`src/rtl/ddfp_pkg.sv`:
```
`default_nettype none

package ddfp_pkg;

    localparam int TIME_WIDTH_DEFAULT  = 48;
    localparam int COUNT_WIDTH_DEFAULT = 32;

    localparam int PERIOD_W    = 24;
    localparam int ELAPSED_W   = 16;
    localparam int PROD_W      = PERIOD_W + ELAPSED_W;
    localparam int ROUND_SHIFT = 8;
    localparam int STEP_W      = PROD_W - ROUND_SHIFT;
    localparam int MCNT_W      = $clog2(ELAPSED_W + 1);
    localparam int ALPHA_BITS  = 16;
    localparam int ALPHA_W     = ALPHA_BITS + 1;
    localparam int CFG_IDX_W   = 1;

    localparam logic [PERIOD_W-1:0] SIM_PERIOD_DEFAULT     = 24'd16683;
    localparam logic [PERIOD_W-1:0] PRESENT_PERIOD_DEFAULT = 24'd16667;
    localparam logic [PROD_W-1:0]   ROUND_HALF             = PROD_W'(1) << (ROUND_SHIFT - 1);
    localparam logic [ALPHA_W-1:0]  ALPHA_ONE              = ALPHA_W'(1) << ALPHA_BITS;

    localparam logic [1:0] REQ_QUERY   = 2'd0;
    localparam logic [1:0] REQ_SIM     = 2'd1;
    localparam logic [1:0] REQ_PRESENT = 2'd2;
    localparam logic [1:0] REQ_RESTART = 2'd3;

    localparam logic [CFG_IDX_W-1:0] CFG_SIM_PERIOD     = 1'd0;
    localparam logic [CFG_IDX_W-1:0] CFG_PRESENT_PERIOD = 1'd1;

    typedef struct packed {
        logic start;
        logic short_run;
    } ddfp_div_req_t;

endpackage

`default_nettype wire

```
`src/rtl/ddfp_serdiv.sv`:
```
`default_nettype none

module ddfp_serdiv #(
    parameter int DIVIDEND_W = ddfp_pkg::TIME_WIDTH_DEFAULT
) (
    input  wire logic                          clk,
    input  wire logic                          rst_n,
    input  wire ddfp_pkg::ddfp_div_req_t       req,
    input  wire logic [DIVIDEND_W-1:0]         dividend,
    input  wire logic [ddfp_pkg::PERIOD_W-1:0] rem_init,
    input  wire logic [ddfp_pkg::PERIOD_W-1:0] divisor,
    output logic                               done,
    output logic [DIVIDEND_W-1:0]              quotient,
    output logic [ddfp_pkg::PERIOD_W-1:0]      remainder
);
    import ddfp_pkg::*;

    localparam int CNT_W = $clog2(DIVIDEND_W + 1);

    logic                  busy_reg, busy_next;
    logic                  done_reg, done_next;
    logic [CNT_W-1:0]      cnt_reg, cnt_next;
    logic [DIVIDEND_W-1:0] quo_reg, quo_next;
    logic [PERIOD_W-1:0]   rem_reg, rem_next;
    logic [PERIOD_W-1:0]   div_reg, div_next;
    logic [PERIOD_W:0]     trial;
    logic [PERIOD_W:0]     trial_sub;
    logic                  trial_ge;

    // one restoring step per cycle, quotient bits shift in behind the dividend
    assign trial     = {rem_reg, quo_reg[DIVIDEND_W-1]};
    assign trial_ge  = trial >= {1'b0, div_reg};
    assign trial_sub = trial - {1'b0, div_reg};

    always_comb
    begin
        busy_next = busy_reg;
        done_next = 1'b0;
        cnt_next  = cnt_reg;
        quo_next  = quo_reg;
        rem_next  = rem_reg;
        div_next  = div_reg;
        if (req.start)
        begin
            busy_next = 1'b1;
            quo_next  = dividend;
            rem_next  = rem_init;
            div_next  = divisor;
            cnt_next  = req.short_run ? CNT_W'(ALPHA_BITS) : CNT_W'(DIVIDEND_W);
        end
        else if (busy_reg)
        begin
            rem_next = trial_ge ? trial_sub[PERIOD_W-1:0] : trial[PERIOD_W-1:0];
            quo_next = {quo_reg[DIVIDEND_W-2:0], trial_ge};
            cnt_next = cnt_reg - CNT_W'(1);
            if (cnt_reg == CNT_W'(1))
            begin
                busy_next = 1'b0;
                done_next = 1'b1;
            end
        end
    end

    always_ff @(posedge clk or negedge rst_n)
    begin
        if (!rst_n)
        begin
            busy_reg <= 1'b0;
            done_reg <= 1'b0;
            cnt_reg  <= '0;
            quo_reg  <= '0;
            rem_reg  <= '0;
            div_reg  <= '0;
        end
        else
        begin
            busy_reg <= busy_next;
            done_reg <= done_next;
            cnt_reg  <= cnt_next;
            quo_reg  <= quo_next;
            rem_reg  <= rem_next;
            div_reg  <= div_next;
        end
    end

    assign done      = done_reg;
    assign quotient  = quo_reg;
    assign remainder = rem_reg;

endmodule

`default_nettype wire

```
`src/rtl/dual_deadline_frame_pacer.sv`:
```
// Transaction time is set by the bit-serial 16-step multiplier and the shared
// one-bit-per-cycle divider.
// One transaction at a time; the next is taken the cycle after the result enters the output
// register.
// Reset (async, active low) zeroes deadlines and counters and loads default periods.
`default_nettype none

module dual_deadline_frame_pacer #(
    parameter int TIME_WIDTH  = ddfp_pkg::TIME_WIDTH_DEFAULT,
    parameter int COUNT_WIDTH = ddfp_pkg::COUNT_WIDTH_DEFAULT
) (
    input  wire logic                           clk,
    input  wire logic                           rst_n,
    input  wire logic                           cfg_wr_en,
    input  wire logic [ddfp_pkg::CFG_IDX_W-1:0] cfg_index,
    input  wire logic [ddfp_pkg::PERIOD_W-1:0]  cfg_data,
    input  wire logic                           in_valid,
    output logic                                in_stall,
    input  wire logic [1:0]                     req_type,
    input  wire logic [TIME_WIDTH-1:0]          now,
    input  wire logic                           keep_phase,
    input  wire logic [ddfp_pkg::ELAPSED_W-1:0] frame_periods,
    output logic                                out_valid,
    input  wire logic                           out_stall,
    output logic                                sim_due,
    output logic                                present_due,
    output logic [ddfp_pkg::ALPHA_W-1:0]        alpha,
    output logic [TIME_WIDTH-1:0]               next_deadline,
    output logic [COUNT_WIDTH-1:0]              missed_now,
    output logic [COUNT_WIDTH-1:0]              missed_total,
    output logic [COUNT_WIDTH-1:0]              sim_frames,
    output logic [COUNT_WIDTH-1:0]              present_frames
);
    import ddfp_pkg::*;

    localparam int SUM_W = ((TIME_WIDTH > STEP_W) ? TIME_WIDTH : STEP_W) + 1;
    localparam int SAT_W = (TIME_WIDTH > COUNT_WIDTH) ? TIME_WIDTH : COUNT_WIDTH;

    typedef enum logic [3:0] {
        ST_IDLE,
        ST_RESTART,
        ST_MUL,
        ST_ROUND,
        ST_SDL,
        ST_SUPD,
        ST_PPREP,
        ST_PDIV,
        ST_PUPD1,
        ST_PUPD2,
        ST_APREP,
        ST_ACHK,
        ST_ADIV,
        ST_OUT
    } state_t;

    function automatic logic [TIME_WIDTH-1:0] sat_add(
        input logic [SUM_W-1:0] a,
        input logic [SUM_W-1:0] b
    );
        logic [SUM_W-1:0] s;
        s = a + b;
        return ((s >> TIME_WIDTH) != '0) ? '1 : s[TIME_WIDTH-1:0];
    endfunction

    state_t                 state_reg, state_next;
    logic [PERIOD_W-1:0]    sim_period_reg, sim_period_next;
    logic [PERIOD_W-1:0]    present_period_reg, present_period_next;
    logic [TIME_WIDTH-1:0]  now_reg, now_next;
    logic                   keep_reg, keep_next;
    logic [PROD_W-1:0]      prod_reg, prod_next;
    logic [MCNT_W-1:0]      mcnt_reg, mcnt_next;
    logic [STEP_W-1:0]      step_reg, step_next;
    logic [TIME_WIDTH-1:0]  dl_reg, dl_next;
    logic [TIME_WIDTH-1:0]  alt_reg, alt_next;
    logic [TIME_WIDTH-1:0]  pbase_reg, pbase_next;
    logic [COUNT_WIDTH-1:0] missed_reg, missed_next;
    logic [TIME_WIDTH-1:0]  sim_dl_reg, sim_dl_next;
    logic [TIME_WIDTH-1:0]  pres_dl_reg, pres_dl_next;
    logic [COUNT_WIDTH-1:0] sim_cnt_reg, sim_cnt_next;
    logic [COUNT_WIDTH-1:0] pres_cnt_reg, pres_cnt_next;
    logic [COUNT_WIDTH-1:0] miss_cnt_reg, miss_cnt_next;
    logic                   sdue_reg, sdue_next;
    logic                   pdue_reg, pdue_next;
    logic [TIME_WIDTH-1:0]  diff_reg, diff_next;
    logic [TIME_WIDTH-1:0]  ndl_reg, ndl_next;
    logic [ALPHA_W-1:0]     alpha_reg, alpha_next;
    logic                   out_valid_reg, out_valid_next;
    logic                   out_sdue_reg, out_sdue_next;
    logic                   out_pdue_reg, out_pdue_next;
    logic [ALPHA_W-1:0]     out_alpha_reg, out_alpha_next;
    logic [TIME_WIDTH-1:0]  out_ndl_reg, out_ndl_next;
    logic [COUNT_WIDTH-1:0] out_missed_reg, out_missed_next;
    logic [COUNT_WIDTH-1:0] out_mtot_reg, out_mtot_next;
    logic [COUNT_WIDTH-1:0] out_sfr_reg, out_sfr_next;
    logic [COUNT_WIDTH-1:0] out_pfr_reg, out_pfr_next;

    logic [PERIOD_W-1:0]    sp;
    logic [PERIOD_W-1:0]    pp;
    logic [PERIOD_W:0]      mul_sum;
    logic [PROD_W-1:0]      prod_rnd;
    logic [SAT_W-1:0]       quo_ext;
    logic [COUNT_WIDTH:0]   miss_sum;

    ddfp_div_req_t          div_req;
    logic [TIME_WIDTH-1:0]  div_dividend;
    logic [PERIOD_W-1:0]    div_rem_init;
    logic [PERIOD_W-1:0]    div_divisor;
    logic                   div_done;
    logic [TIME_WIDTH-1:0]  div_quo;
    logic [PERIOD_W-1:0]    div_rem;

    assign sp = (sim_period_reg == '0) ? SIM_PERIOD_DEFAULT : sim_period_reg;
    assign pp = (present_period_reg == '0) ? PRESENT_PERIOD_DEFAULT : present_period_reg;

    // shift-add multiply: add the period into the high part when the low bit is set
    assign mul_sum  = {1'b0, prod_reg[PROD_W-1:ELAPSED_W]} + (prod_reg[0] ? {1'b0, sp} : '0);
    assign prod_rnd = prod_reg + ROUND_HALF;
    assign quo_ext  = SAT_W'(div_quo);
    assign miss_sum = {1'b0, miss_cnt_reg} + {1'b0, missed_reg};

    ddfp_serdiv #(
        .DIVIDEND_W (TIME_WIDTH)
    ) u_ddfp_serdiv (
        .clk       (clk),
        .rst_n     (rst_n),
        .req       (div_req),
        .dividend  (div_dividend),
        .rem_init  (div_rem_init),
        .divisor   (div_divisor),
        .done      (div_done),
        .quotient  (div_quo),
        .remainder (div_rem)
    );

    always_comb
    begin
        state_next          = state_reg;
        sim_period_next     = sim_period_reg;
        present_period_next = present_period_reg;
        now_next            = now_reg;
        keep_next           = keep_reg;
        prod_next           = prod_reg;
        mcnt_next           = mcnt_reg;
        step_next           = step_reg;
        dl_next             = dl_reg;
        alt_next            = alt_reg;
        pbase_next          = pbase_reg;
        missed_next         = missed_reg;
        sim_dl_next         = sim_dl_reg;
        pres_dl_next        = pres_dl_reg;
        sim_cnt_next        = sim_cnt_reg;
        pres_cnt_next       = pres_cnt_reg;
        miss_cnt_next       = miss_cnt_reg;
        sdue_next           = sdue_reg;
        pdue_next           = pdue_reg;
        diff_next           = diff_reg;
        ndl_next            = ndl_reg;
        alpha_next          = alpha_reg;
        out_valid_next      = out_valid_reg;
        out_sdue_next       = out_sdue_reg;
        out_pdue_next       = out_pdue_reg;
        out_alpha_next      = out_alpha_reg;
        out_ndl_next        = out_ndl_reg;
        out_missed_next     = out_missed_reg;
        out_mtot_next       = out_mtot_reg;
        out_sfr_next        = out_sfr_reg;
        out_pfr_next        = out_pfr_reg;
        div_req             = '0;
        div_dividend        = '0;
        div_rem_init        = '0;
        div_divisor         = sp;

        if (cfg_wr_en)
        begin
            case (cfg_index)
                CFG_SIM_PERIOD:     sim_period_next = cfg_data;
                CFG_PRESENT_PERIOD: present_period_next = cfg_data;
                default:            ;
            endcase
        end

        if (out_valid_reg && !out_stall)
        begin
            out_valid_next = 1'b0;
        end

        case (state_reg)
            ST_IDLE:
            begin
                if (in_valid)
                begin
                    now_next    = now;
                    keep_next   = keep_phase;
                    prod_next   = PROD_W'(frame_periods);
                    mcnt_next   = MCNT_W'(ELAPSED_W);
                    missed_next = '0;
                    case (req_type)
                        REQ_QUERY:   state_next = ST_APREP;
                        REQ_SIM:     state_next = ST_MUL;
                        REQ_PRESENT: state_next = ST_PPREP;
                        REQ_RESTART: state_next = ST_RESTART;
                        default:     state_next = ST_APREP;
                    endcase
                end
            end
            ST_RESTART:
            begin
                sim_dl_next   = now_reg;
                pres_dl_next  = now_reg;
                sim_cnt_next  = '0;
                pres_cnt_next = '0;
                miss_cnt_next = '0;
                state_next    = ST_APREP;
            end
            ST_MUL:
            begin
                prod_next = {mul_sum, prod_reg[ELAPSED_W-1:1]};
                mcnt_next = mcnt_reg - MCNT_W'(1);
                if (mcnt_reg == MCNT_W'(1))
                begin
                    state_next = ST_ROUND;
                end
            end
            ST_ROUND:
            begin
                step_next  = prod_rnd[PROD_W-1:ROUND_SHIFT];
                state_next = ST_SDL;
            end
            ST_SDL:
            begin
                dl_next    = sat_add(SUM_W'(sim_dl_reg), SUM_W'(step_reg));
                alt_next   = sat_add(SUM_W'(now_reg), SUM_W'(sp));
                state_next = ST_SUPD;
            end
            ST_SUPD:
            begin
                sim_dl_next  = (keep_reg || now_reg <= dl_reg) ? dl_reg : alt_reg;
                sim_cnt_next = sim_cnt_reg + COUNT_WIDTH'(1);
                state_next   = ST_APREP;
            end
            ST_PPREP:
            begin
                div_req.start     = 1'b1;
                div_req.short_run = 1'b0;
                div_divisor       = pp;
                if (now_reg > pres_dl_reg)
                begin
                    div_dividend = now_reg - pres_dl_reg;
                    pbase_next   = now_reg;
                end
                else
                begin
                    div_dividend = '0;
                    pbase_next   = pres_dl_reg;
                end
                state_next = ST_PDIV;
            end
            ST_PDIV:
            begin
                if (div_done)
                begin
                    state_next = ST_PUPD1;
                end
            end
            ST_PUPD1:
            begin
                // deadline + skipped * period equals the overdue base minus the remainder
                missed_next = ((quo_ext >> COUNT_WIDTH) != '0) ? '1 : COUNT_WIDTH'(quo_ext);
                pbase_next  = pbase_reg - TIME_WIDTH'(div_rem);
                state_next  = ST_PUPD2;
            end
            ST_PUPD2:
            begin
                miss_cnt_next = miss_sum[COUNT_WIDTH] ? '1 : miss_sum[COUNT_WIDTH-1:0];
                pres_dl_next  = sat_add(SUM_W'(pbase_reg), SUM_W'(pp));
                pres_cnt_next = pres_cnt_reg + COUNT_WIDTH'(1);
                state_next    = ST_APREP;
            end
            ST_APREP:
            begin
                sdue_next  = now_reg >= sim_dl_reg;
                pdue_next  = now_reg >= pres_dl_reg;
                diff_next  = sim_dl_reg - now_reg;
                ndl_next   = (sim_dl_reg < pres_dl_reg) ? sim_dl_reg : pres_dl_reg;
                state_next = ST_ACHK;
            end
            ST_ACHK:
            begin
                if (sdue_reg)
                begin
                    alpha_next = ALPHA_ONE;
                    state_next = ST_OUT;
                end
                else if (diff_reg >= TIME_WIDTH'(sp))
                begin
                    alpha_next = '0;
                    state_next = ST_OUT;
                end
                else
                begin
                    div_req.start     = 1'b1;
                    div_req.short_run = 1'b1;
                    div_rem_init      = sp - diff_reg[PERIOD_W-1:0];
                    div_divisor       = sp;
                    state_next        = ST_ADIV;
                end
            end
            ST_ADIV:
            begin
                if (div_done)
                begin
                    alpha_next = ALPHA_W'(div_quo[ALPHA_BITS-1:0]);
                    state_next = ST_OUT;
                end
            end
            ST_OUT:
            begin
                if (!out_valid_reg || !out_stall)
                begin
                    out_valid_next  = 1'b1;
                    out_sdue_next   = sdue_reg;
                    out_pdue_next   = pdue_reg;
                    out_alpha_next  = alpha_reg;
                    out_ndl_next    = ndl_reg;
                    out_missed_next = missed_reg;
                    out_mtot_next   = miss_cnt_reg;
                    out_sfr_next    = sim_cnt_reg;
                    out_pfr_next    = pres_cnt_reg;
                    state_next      = ST_IDLE;
                end
            end
            default:
            begin
                state_next = ST_IDLE;
            end
        endcase
    end

    always_ff @(posedge clk or negedge rst_n)
    begin
        if (!rst_n)
        begin
            state_reg          <= ST_IDLE;
            sim_period_reg     <= SIM_PERIOD_DEFAULT;
            present_period_reg <= PRESENT_PERIOD_DEFAULT;
            now_reg            <= '0;
            keep_reg           <= 1'b0;
            prod_reg           <= '0;
            mcnt_reg           <= '0;
            step_reg           <= '0;
            dl_reg             <= '0;
            alt_reg            <= '0;
            pbase_reg          <= '0;
            missed_reg         <= '0;
            sim_dl_reg         <= '0;
            pres_dl_reg        <= '0;
            sim_cnt_reg        <= '0;
            pres_cnt_reg       <= '0;
            miss_cnt_reg       <= '0;
            sdue_reg           <= 1'b0;
            pdue_reg           <= 1'b0;
            diff_reg           <= '0;
            ndl_reg            <= '0;
            alpha_reg          <= '0;
            out_valid_reg      <= 1'b0;
            out_sdue_reg       <= 1'b0;
            out_pdue_reg       <= 1'b0;
            out_alpha_reg      <= '0;
            out_ndl_reg        <= '0;
            out_missed_reg     <= '0;
            out_mtot_reg       <= '0;
            out_sfr_reg        <= '0;
            out_pfr_reg        <= '0;
        end
        else
        begin
            state_reg          <= state_next;
            sim_period_reg     <= sim_period_next;
            present_period_reg <= present_period_next;
            now_reg            <= now_next;
            keep_reg           <= keep_next;
            prod_reg           <= prod_next;
            mcnt_reg           <= mcnt_next;
            step_reg           <= step_next;
            dl_reg             <= dl_next;
            alt_reg            <= alt_next;
            pbase_reg          <= pbase_next;
            missed_reg         <= missed_next;
            sim_dl_reg         <= sim_dl_next;
            pres_dl_reg        <= pres_dl_next;
            sim_cnt_reg        <= sim_cnt_next;
            pres_cnt_reg       <= pres_cnt_next;
            miss_cnt_reg       <= miss_cnt_next;
            sdue_reg           <= sdue_next;
            pdue_reg           <= pdue_next;
            diff_reg           <= diff_next;
            ndl_reg            <= ndl_next;
            alpha_reg          <= alpha_next;
            out_valid_reg      <= out_valid_next;
            out_sdue_reg       <= out_sdue_next;
            out_pdue_reg       <= out_pdue_next;
            out_alpha_reg      <= out_alpha_next;
            out_ndl_reg        <= out_ndl_next;
            out_missed_reg     <= out_missed_next;
            out_mtot_reg       <= out_mtot_next;
            out_sfr_reg        <= out_sfr_next;
            out_pfr_reg        <= out_pfr_next;
        end
    end

    assign in_stall       = (state_reg != ST_IDLE);
    assign out_valid      = out_valid_reg;
    assign sim_due        = out_sdue_reg;
    assign present_due    = out_pdue_reg;
    assign alpha          = out_alpha_reg;
    assign next_deadline  = out_ndl_reg;
    assign missed_now     = out_missed_reg;
    assign missed_total   = out_mtot_reg;
    assign sim_frames     = out_sfr_reg;
    assign present_frames = out_pfr_reg;

endmodule

`default_nettype wire

```
`config.mk`:
```
export PLATFORM = sky130hd
export DESIGN_NAME = dual_deadline_frame_pacer
export DESIGN_NICKNAME = d
export VERILOG_FILES = /design/src/rtl/ddfp_pkg.sv /design/src/rtl/ddfp_serdiv.sv /design/src/rtl/dual_deadline_frame_pacer.sv
export SDC_FILE = /design/constraint.sdc
export NUM_CORES = 2
export LEC_CHECK = 0
export ABC_AREA = 1
export BUFFER_PORTS_ARGS = -buffer_cell sky130_fd_sc_hd__buf_2
export CAP_MARGIN = 0
export CORE_ASPECT_RATIO = 1.4
export CORE_MARGIN = 4
export CORE_UTILIZATION = 30
export CTS_CLUSTER_DIAMETER = 200
export DETAILED_ROUTE_END_ITERATION = 8
export PLACE_DENSITY = 0.51
export SYNTH_ARGS = -nofsm -noshare
export SYNTH_HDL_FRONTEND = slang
export SYNTH_SLANG_ARGS = --single-unit
```
`constraint.sdc`:
```
create_clock -name clk -period 4.12 [get_ports clk]
set_clock_uncertainty 0.15 [all_clocks]
set_input_delay 0.206 -clock clk [delete_from_list [all_inputs] [get_ports clk]]
set_output_delay 0.206 -clock clk [all_outputs]
set_load 0.01 [all_outputs]
```
# After elaboration in Yosys (flattened, before gate mapping)
# Index checks and enable logic that the tools add are counted.
# word_totals
register_bits	961
wordCells	173
inputBits	97
# classes
n_addsub	15
n_lt_le_gt_ge	7
bitwise_logic	1
reduce_logical	27
eq_ne	24
muxes	62
# ops
op	count
two-way mux 48 bit	10
case mux 48 bit (2 select lines)	3
case mux 32 bit (2 select lines)	4
two-way mux 24 bit	10
adder 48 x 24 -> 49 bit	2
>= comparator 48 bit	2
two-way mux 32 bit	3
subtractor 48 bit	2
case mux 40 bit (2 select lines)	1
adder 32 x 1 -> 32 bit, second input constant	2
two-way mux 17 bit	3
adder 48 x 32 -> 49 bit	1
>= comparator 48 x 24 -> 1 bit	1
greater-than comparator 48 bit	1
<= comparator 48 bit	1
zero test 24 bit	2
< comparator 48 bit	1
case mux 4 bit (12 select lines)	1
nonzero test 48 bit	1
subtractor 24 bit	2
subtractor 48 x 24 -> 48 bit	1
adder 40 x 8 -> 40 bit, second input constant	1
two-way mux 40 bit	1
case mux 17 bit (2 select lines)	1
other kinds (36)	79

# Depth between registers and ports, before layout
# logic_depth
ltp_word	8
depth_mapped	24
depth_no_buf	23

# Hierarchy
# From an unflattened synthesis, not the netlist that was laid out.
# hier_totals
hier_cells	10237
hier_area_um2	69422.8
# by_module_without_submodules
module	seq_area_each_um2	area_each_um2	n_inst	cells_per_inst
dual_deadline_frame_pacer	21460.6	62944.1	1	9282
ddfp_serdiv	2602.5	6478.7	1	955

# Worst setup path before layout
# No wires, ideal clock.
# synth_path
path_type	flip-flop to flip-flop
startpoint	register sim_period_reg[14]
endpoint	register alt_reg[41]
synth_period_minus_slack_ps	3014
required_time_ps	3840
slack_ps	1106
path_buffers	1
stages_incl_launch_ff	21
arrival_ps	2734
setup_time_ps	130
cell_sequence	dfstp_2 -> inv_1 -> nand4_1 -> nor3_1 -> nand4_1 -> nand2_1 -> ha_1 -> fa_1 -> nand3_1 -> nand3_1 -> nand2_1 -> nand2_1 -> nand2_1 -> nand2_1 -> nand2_1 -> nand2_1 -> nand3_1 -> nand2_2 -> inv_2 -> buf_2 -> a31oi_1
# synth_between
elab_chain_cells	4
# synth_rtl
item	line_no	rtl
start, declared	dual_deadline_frame_pacer.sv:66	logic [PERIOD_W-1:0] sim_period_reg, sim_period_next;
start signal, assigned	dual_deadline_frame_pacer.sv:378	sim_period_reg <= sim_period_next;
zero test 24 bit	dual_deadline_frame_pacer.sv:112	assign sp = (sim_period_reg == '0) ? SIM_PERIOD_DEFAULT : sim_period_reg;
two-way mux 24 bit (*)	dual_deadline_frame_pacer.sv:112	
adder 48 x 24 -> 49 bit (*)	dual_deadline_frame_pacer.sv:61	s = a + b;
two-way mux 48 bit (*)	dual_deadline_frame_pacer.sv:62	return ((s >> TIME_WIDTH) != '0) ? '1 : s[TIME_WIDTH-1:0];
end signal, assigned	dual_deadline_frame_pacer.sv:386	alt_reg <= alt_next;
end, declared	dual_deadline_frame_pacer.sv:74	logic [TIME_WIDTH-1:0] alt_reg, alt_next;
# Every way passes the cells marked *; elsewhere a longest branch is shown, timed or not.
# A chain may end at the register's enable or synchronous reset.

# Final worst setup path
# layout_path
startpoint	register sim_period_reg[16]
endpoint	register u_ddfp_serdiv.rem_reg[12] (netlist: u_ddfp_serdiv.remainder[12])
# layout_between
elab_chain_cells	7
elab_cells_between_ends	12
# layout_rtl
item	line_no	rtl
zero test 24 bit	dual_deadline_frame_pacer.sv:112	
two-way mux 24 bit (*)	dual_deadline_frame_pacer.sv:112	
>= comparator 48 x 24 -> 1 bit or subtractor 24 bit (tied branches)	dual_deadline_frame_pacer.sv:294, dual_deadline_frame_pacer.sv:303	
two-way mux 2 bit or two-way mux 24 bit (tied branches)	dual_deadline_frame_pacer.sv:294	else if (diff_reg >= TIME_WIDTH'(sp))
two-way mux 2 bit or two-way mux 24 bit (tied branches)	dual_deadline_frame_pacer.sv:289	if (sdue_reg)
case mux 2 bit (2 select lines) or two-way mux 24 bit (tied branches)	dual_deadline_frame_pacer.sv:187	case (state_reg)
two-way mux 24 bit or nonzero test 2 bit (tied branches)	--	
end signal, assigned	ddfp_serdiv.sv:81	rem_reg <= rem_next;
end, declared	ddfp_serdiv.sv:24	logic [PERIOD_W-1:0] rem_reg, rem_next;
# Marks and branches as above.

==> metrics.txt <==
# TYPE chip_impl_metric gauge
chip_impl_metric{name="core",unit="um^2"} 234000
chip_impl_info{name="crit_path_cell_trace",value="nor4_1 > nand4_1 > buf_4 > nand2_1 > inv_1 > ha_1 > fa_1 > o21bai_1 > a31oi_1 > xor2_1 > o21ai_0 > buf_4 > nor2_1 > nor2_1"} 1
chip_impl_info{name="timing.rr.end",value="u_ddfp_serdiv.remainder[12]$_DFFE_PN0P_"} 1
chip_impl_metric{name="globalplace.congestion",unit=""} 1.04
chip_impl_metric{name="routed_wire_per_std_cell",unit="um"} 26.4
chip_impl_metric{name="timing.hold.ws",unit="ps"} 26.5
chip_impl_info{name="main_combinational_cell_family_by_area_after_synthesis",value="simple AND/OR/NAND/NOR gates"} 1
chip_impl_info{name="r2r_start",value="sim_period_reg[16]$_DFFE_PN0P_"} 1
chip_impl_metric{name="vias_in_the_first_global_route",unit=""} 74200
chip_impl_metric{name="die_height",unit="um"} 582
chip_impl_metric{name="required",unit="ps"} 4600
chip_impl_info{name="cp-end-kind",value="flop"} 1
chip_impl_metric{name="synth-warning-count",unit=""} 0
chip_impl_metric{name="pre_cts_ws",unit="ps"} 196
chip_impl_metric{name="netlist_instances",unit=""} 10400
chip_impl_metric{name="number_of_different_library_cells_in_the_post_synthesis_netlist",unit=""} 64
chip_impl_metric{name="postSynthNetCount",unit=""} 11000
chip_impl_metric{name="ys_seq_area_share",unit="%"} 34.1
chip_impl_metric{name="clock_insertion_delay_worst_skew",unit="ps"} 790
chip_impl_info{name="ctsRootBufferMaster",value="clkbuf_16"} 1
chip_impl_metric{name="tritoncts.num_buffers",unit=""} 112
chip_impl_metric{name="slowest_delay",unit="ps"} 540
chip_impl_metric{name="grt-ovfl-total",unit=""} 0
chip_impl_metric{name="r2r_setup_slack",unit="ps"} 120
chip_impl_info{name="commonest_non_fill_non_tap_cell_in_the_layout",value="nand2_1"} 1
chip_impl_metric{name="synth_edf_count",unit=""} 0
chip_impl_metric{name="p_leak",unit="nW"} 41.1
chip_impl_metric{name="design.die.area",unit="um^2"} 243000
chip_impl_metric{name="grt_max_degree",unit=""} 116
chip_impl_metric{name="grt_antenna_before_repair",unit=""} 27
chip_impl_metric{name="via_count",unit=""} 74500
chip_impl_info{name="timing.setup.critical_path_class",value="reg2reg"} 1
chip_impl_metric{name="timing_worst_slew_pin_value",unit="ps"} 1020
chip_impl_info{name="layout.cells.most_common_list",value="nand2_1, inv_1, dfrtp_1"} 1
chip_impl_info{name="grt_setup_unrepaired",value="no"} 1
chip_impl_info{name="status",value="completed"} 1
chip_impl_metric{name="cp.arrival",unit="ps"} 4480
chip_impl_metric{name="slew_violations",unit=""} 0
chip_impl_metric{name="drt_pre_antenna_iters",unit=""} 7
chip_impl_metric{name="floorplan.initialDensity",unit="%"} 30.2
chip_impl_metric{name="postRouteWirelength",unit="um"} 373000
chip_impl_metric{name="syn_avg_cell_area",unit="um^2"} 6.77
chip_impl_metric{name="global_route.usage.total",unit="%"} 29.8
chip_impl_metric{name="timing.final.ws_setup",unit="ps"} 122
chip_impl_metric{name="finalSetupViolations",unit=""} 0
chip_impl_metric{name="synth.area.mux_share",unit="%"} 0.986
chip_impl_info{name="startpoint_type",value="flop"} 1
chip_impl_metric{name="drt.antenna.violating_nets",unit=""} 0
chip_impl_metric{name="maxSlewHeadroom",unit="%"} 31.7
chip_impl_metric{name="synth_xor_xnor_area_share",unit="%"} 2.75
chip_impl_metric{name="setup_tns",unit="ps"} 0
chip_impl_metric{name="area_growth_syn_to_layout",unit="%"} 16.4
chip_impl_info{name="cts_tree",value="done"} 1
chip_impl_metric{name="route.detailed.vias_per_inst",unit=""} 5.27
chip_impl_info{name="critical-path-slowest-cell",value="nor4_1"} 1
chip_impl_metric{name="netlist_area",unit="um^2"} 70700
chip_impl_metric{name="final_min_period_over_clock_period",unit="%"} 97.1
chip_impl_info{name="timing.hold.worst.class",value="in2async"} 1
chip_impl_metric{name="p_total",unit="mW"} 82.2
chip_impl_metric{name="place.detailed.hpwl",unit="um"} 305000
chip_impl_metric{name="synth_compound_area_share",unit="%"} 13.9
chip_impl_metric{name="fin_cells",unit=""} 14100
chip_impl_metric{name="cts.sink_count",unit=""} 961
chip_impl_metric{name="crit_buf_inv",unit=""} 3
chip_impl_metric{name="worst_ir_drop_vdd",unit="mV"} 0.431
chip_impl_metric{name="dpl.cell_count",unit=""} 13800
chip_impl_metric{name="cts-htree-levels",unit=""} 3
chip_impl_metric{name="hold_viol_final",unit=""} 0
chip_impl_metric{name="cts_buffer_depth",unit=""} 3
chip_impl_metric{name="fp.dieW",unit="um"} 418
chip_impl_metric{name="yosys.area_share.adder",unit="%"} 7.88
chip_impl_metric{name="port_buffers",unit=""} 293
chip_impl_info{name="crit_family",value="simple AND/OR/NAND/NOR gates"} 1
chip_impl_metric{name="drt_drc_violations_left",unit=""} 0
chip_impl_metric{name="post_synth_and_or_nand_nor_area_fraction",unit="%"} 30.2
chip_impl_metric{name="synth_seq_cells",unit=""} 961
chip_impl_metric{name="fillers",unit=""} 25400
chip_impl_metric{name="detail_route.iter0.violations",unit=""} 6599
chip_impl_metric{name="design.final.nets",unit=""} 11500
chip_impl_metric{name="timing.max_cap.violations",unit=""} 0
chip_impl_metric{name="floorplan.io_pins",unit=""} 294
chip_impl_metric{name="achievable-frequency",unit="MHz"} 250
chip_impl_metric{name="final.min_clock_period",unit="ps"} 4000
chip_impl_info{name="yosys_most_used_dff",value="dfrtp_1"} 1
chip_impl_metric{name="number_of_buffers_inserted_to_repair_setup_after_cts",unit=""} 0
chip_impl_metric{name="worst-path-max-fanout",unit=""} 6
chip_impl_metric{name="grt_pass1_wl",unit="um"} 528000
chip_impl_metric{name="power-per-cell-area",unit="nW/um^2"} 999
chip_impl_metric{name="r2r.worst_path.cells",unit=""} 14
chip_impl_metric{name="core.rowCount",unit=""} 210
chip_impl_metric{name="async_reset_ff_share",unit="%"} 100
chip_impl_metric{name="path_clk_slew",unit="ps"} 60
chip_impl_metric{name="post_route_cells_drive_above_1_share",unit="%"} 9.27
-- routing by layer --
layer  vias up  global-route usage [%]  share of wire [%]
li1      34800                       -                  -
met1     35900                    33.4                 38
met2      2882                    50.9                 48
met3       913                    4.41                5.5
met4         8                    22.8                9.3
met5         -                       0              0.015
-- worst max-delay path by stage --
stage | startpoint | endpoint | slack [ps] | cells after the start
floorplan | sim_period_reg[14]$_DFFE_PN1P_ | alt_reg[41]$_DFFE_PN0P_ | 1110 | 20
detailed placement | now_reg[0]$_DFFE_PN0P_ | diff_reg[22]$_DFFE_PN0N_ | 200 | 13
global placement | now_reg[0]$_DFFE_PN0P_ | diff_reg[22]$_DFFE_PN0N_ | 100 | 13
global route | sim_period_reg[16]$_DFFE_PN0P_ | state_reg[0]$_DFFE_PN0P_ | 20 | 19
finish | sim_period_reg[16]$_DFFE_PN0P_ | u_ddfp_serdiv.remainder[12]$_DFFE_PN0P_ | 120 | 14
CTS | now_reg[0]$_DFFE_PN0P_ | diff_reg[22]$_DFFE_PN0N_ | 160 | 13
-- cell families after synthesis --
group           Yosys count
simple gates           5123
buf+inv                1853
compound gates         1780
flops                   961
fa+ha+maj               439
xor+xnor                222
mux                      62
-- metrics by stage --
stage | instance area, um^2 | util [%]
final | 82200 | 35.1
after global routing | 82200 | 35.1
after CTS | 82200 | 35.1
after detailed placement | 77400 | 33.1
after global placement | 77400 | 33.1
after floorplan | 70700 | -
-- synth_stat cells (35+ instances only) --
master    number  area share [%]
o21bai_1      38            0.40
o22ai_1       62            0.55
nor3_1       160             1.1
clkbuf_1     208             1.1
ha_1         429             7.6
o21ai_0      803             5.7
xnor2_1       97             1.2
nand4_1      174             1.5
a22oi_1       37            0.39
a21oi_1      588             4.2
inv_1       1477             7.8
nor2_1       950             5.0
buf_2         90            0.64
xor2_1       125             1.5
a31oi_1       48            0.42
nand2_1     2928              16
o211ai_1      38            0.40
mux2_2        61            0.97
a21boi_0      35            0.37
nand3_1      747             5.3
dfrtp_1      949              34
-- what timing repair did --
action                     4_1_cts  5_1_grt
hold endpoints to repair       391        0
setup endpoints to repair        0        7
hold buffers                   104        0
resized for setup                0        1
-- power by group --
| part | internal [mW] | switching, mW |
|---|---|---|
| logic | 16.1 | 37.8 |
| clock network | 5.81 | 4.61 |
| registers | 13.1 | 4.78 |
-- area by class of cell --
class	count	area (um^2)	share of cell area (%)
Clock buffer	146	3090	3.76
Antenna cell	11	27.5	0.0335
Clock inverter	57	627	0.762
Inverter	1500	5640	6.85
Multi-Input combinational cell	7626	39400	48.0
Sequential cell	961	24100	29.3
Timing Repair Buffer	754	5500	6.69
Tap cell	3074	3850	4.68
Note: power is estimated with default switching activity, not from simulation.
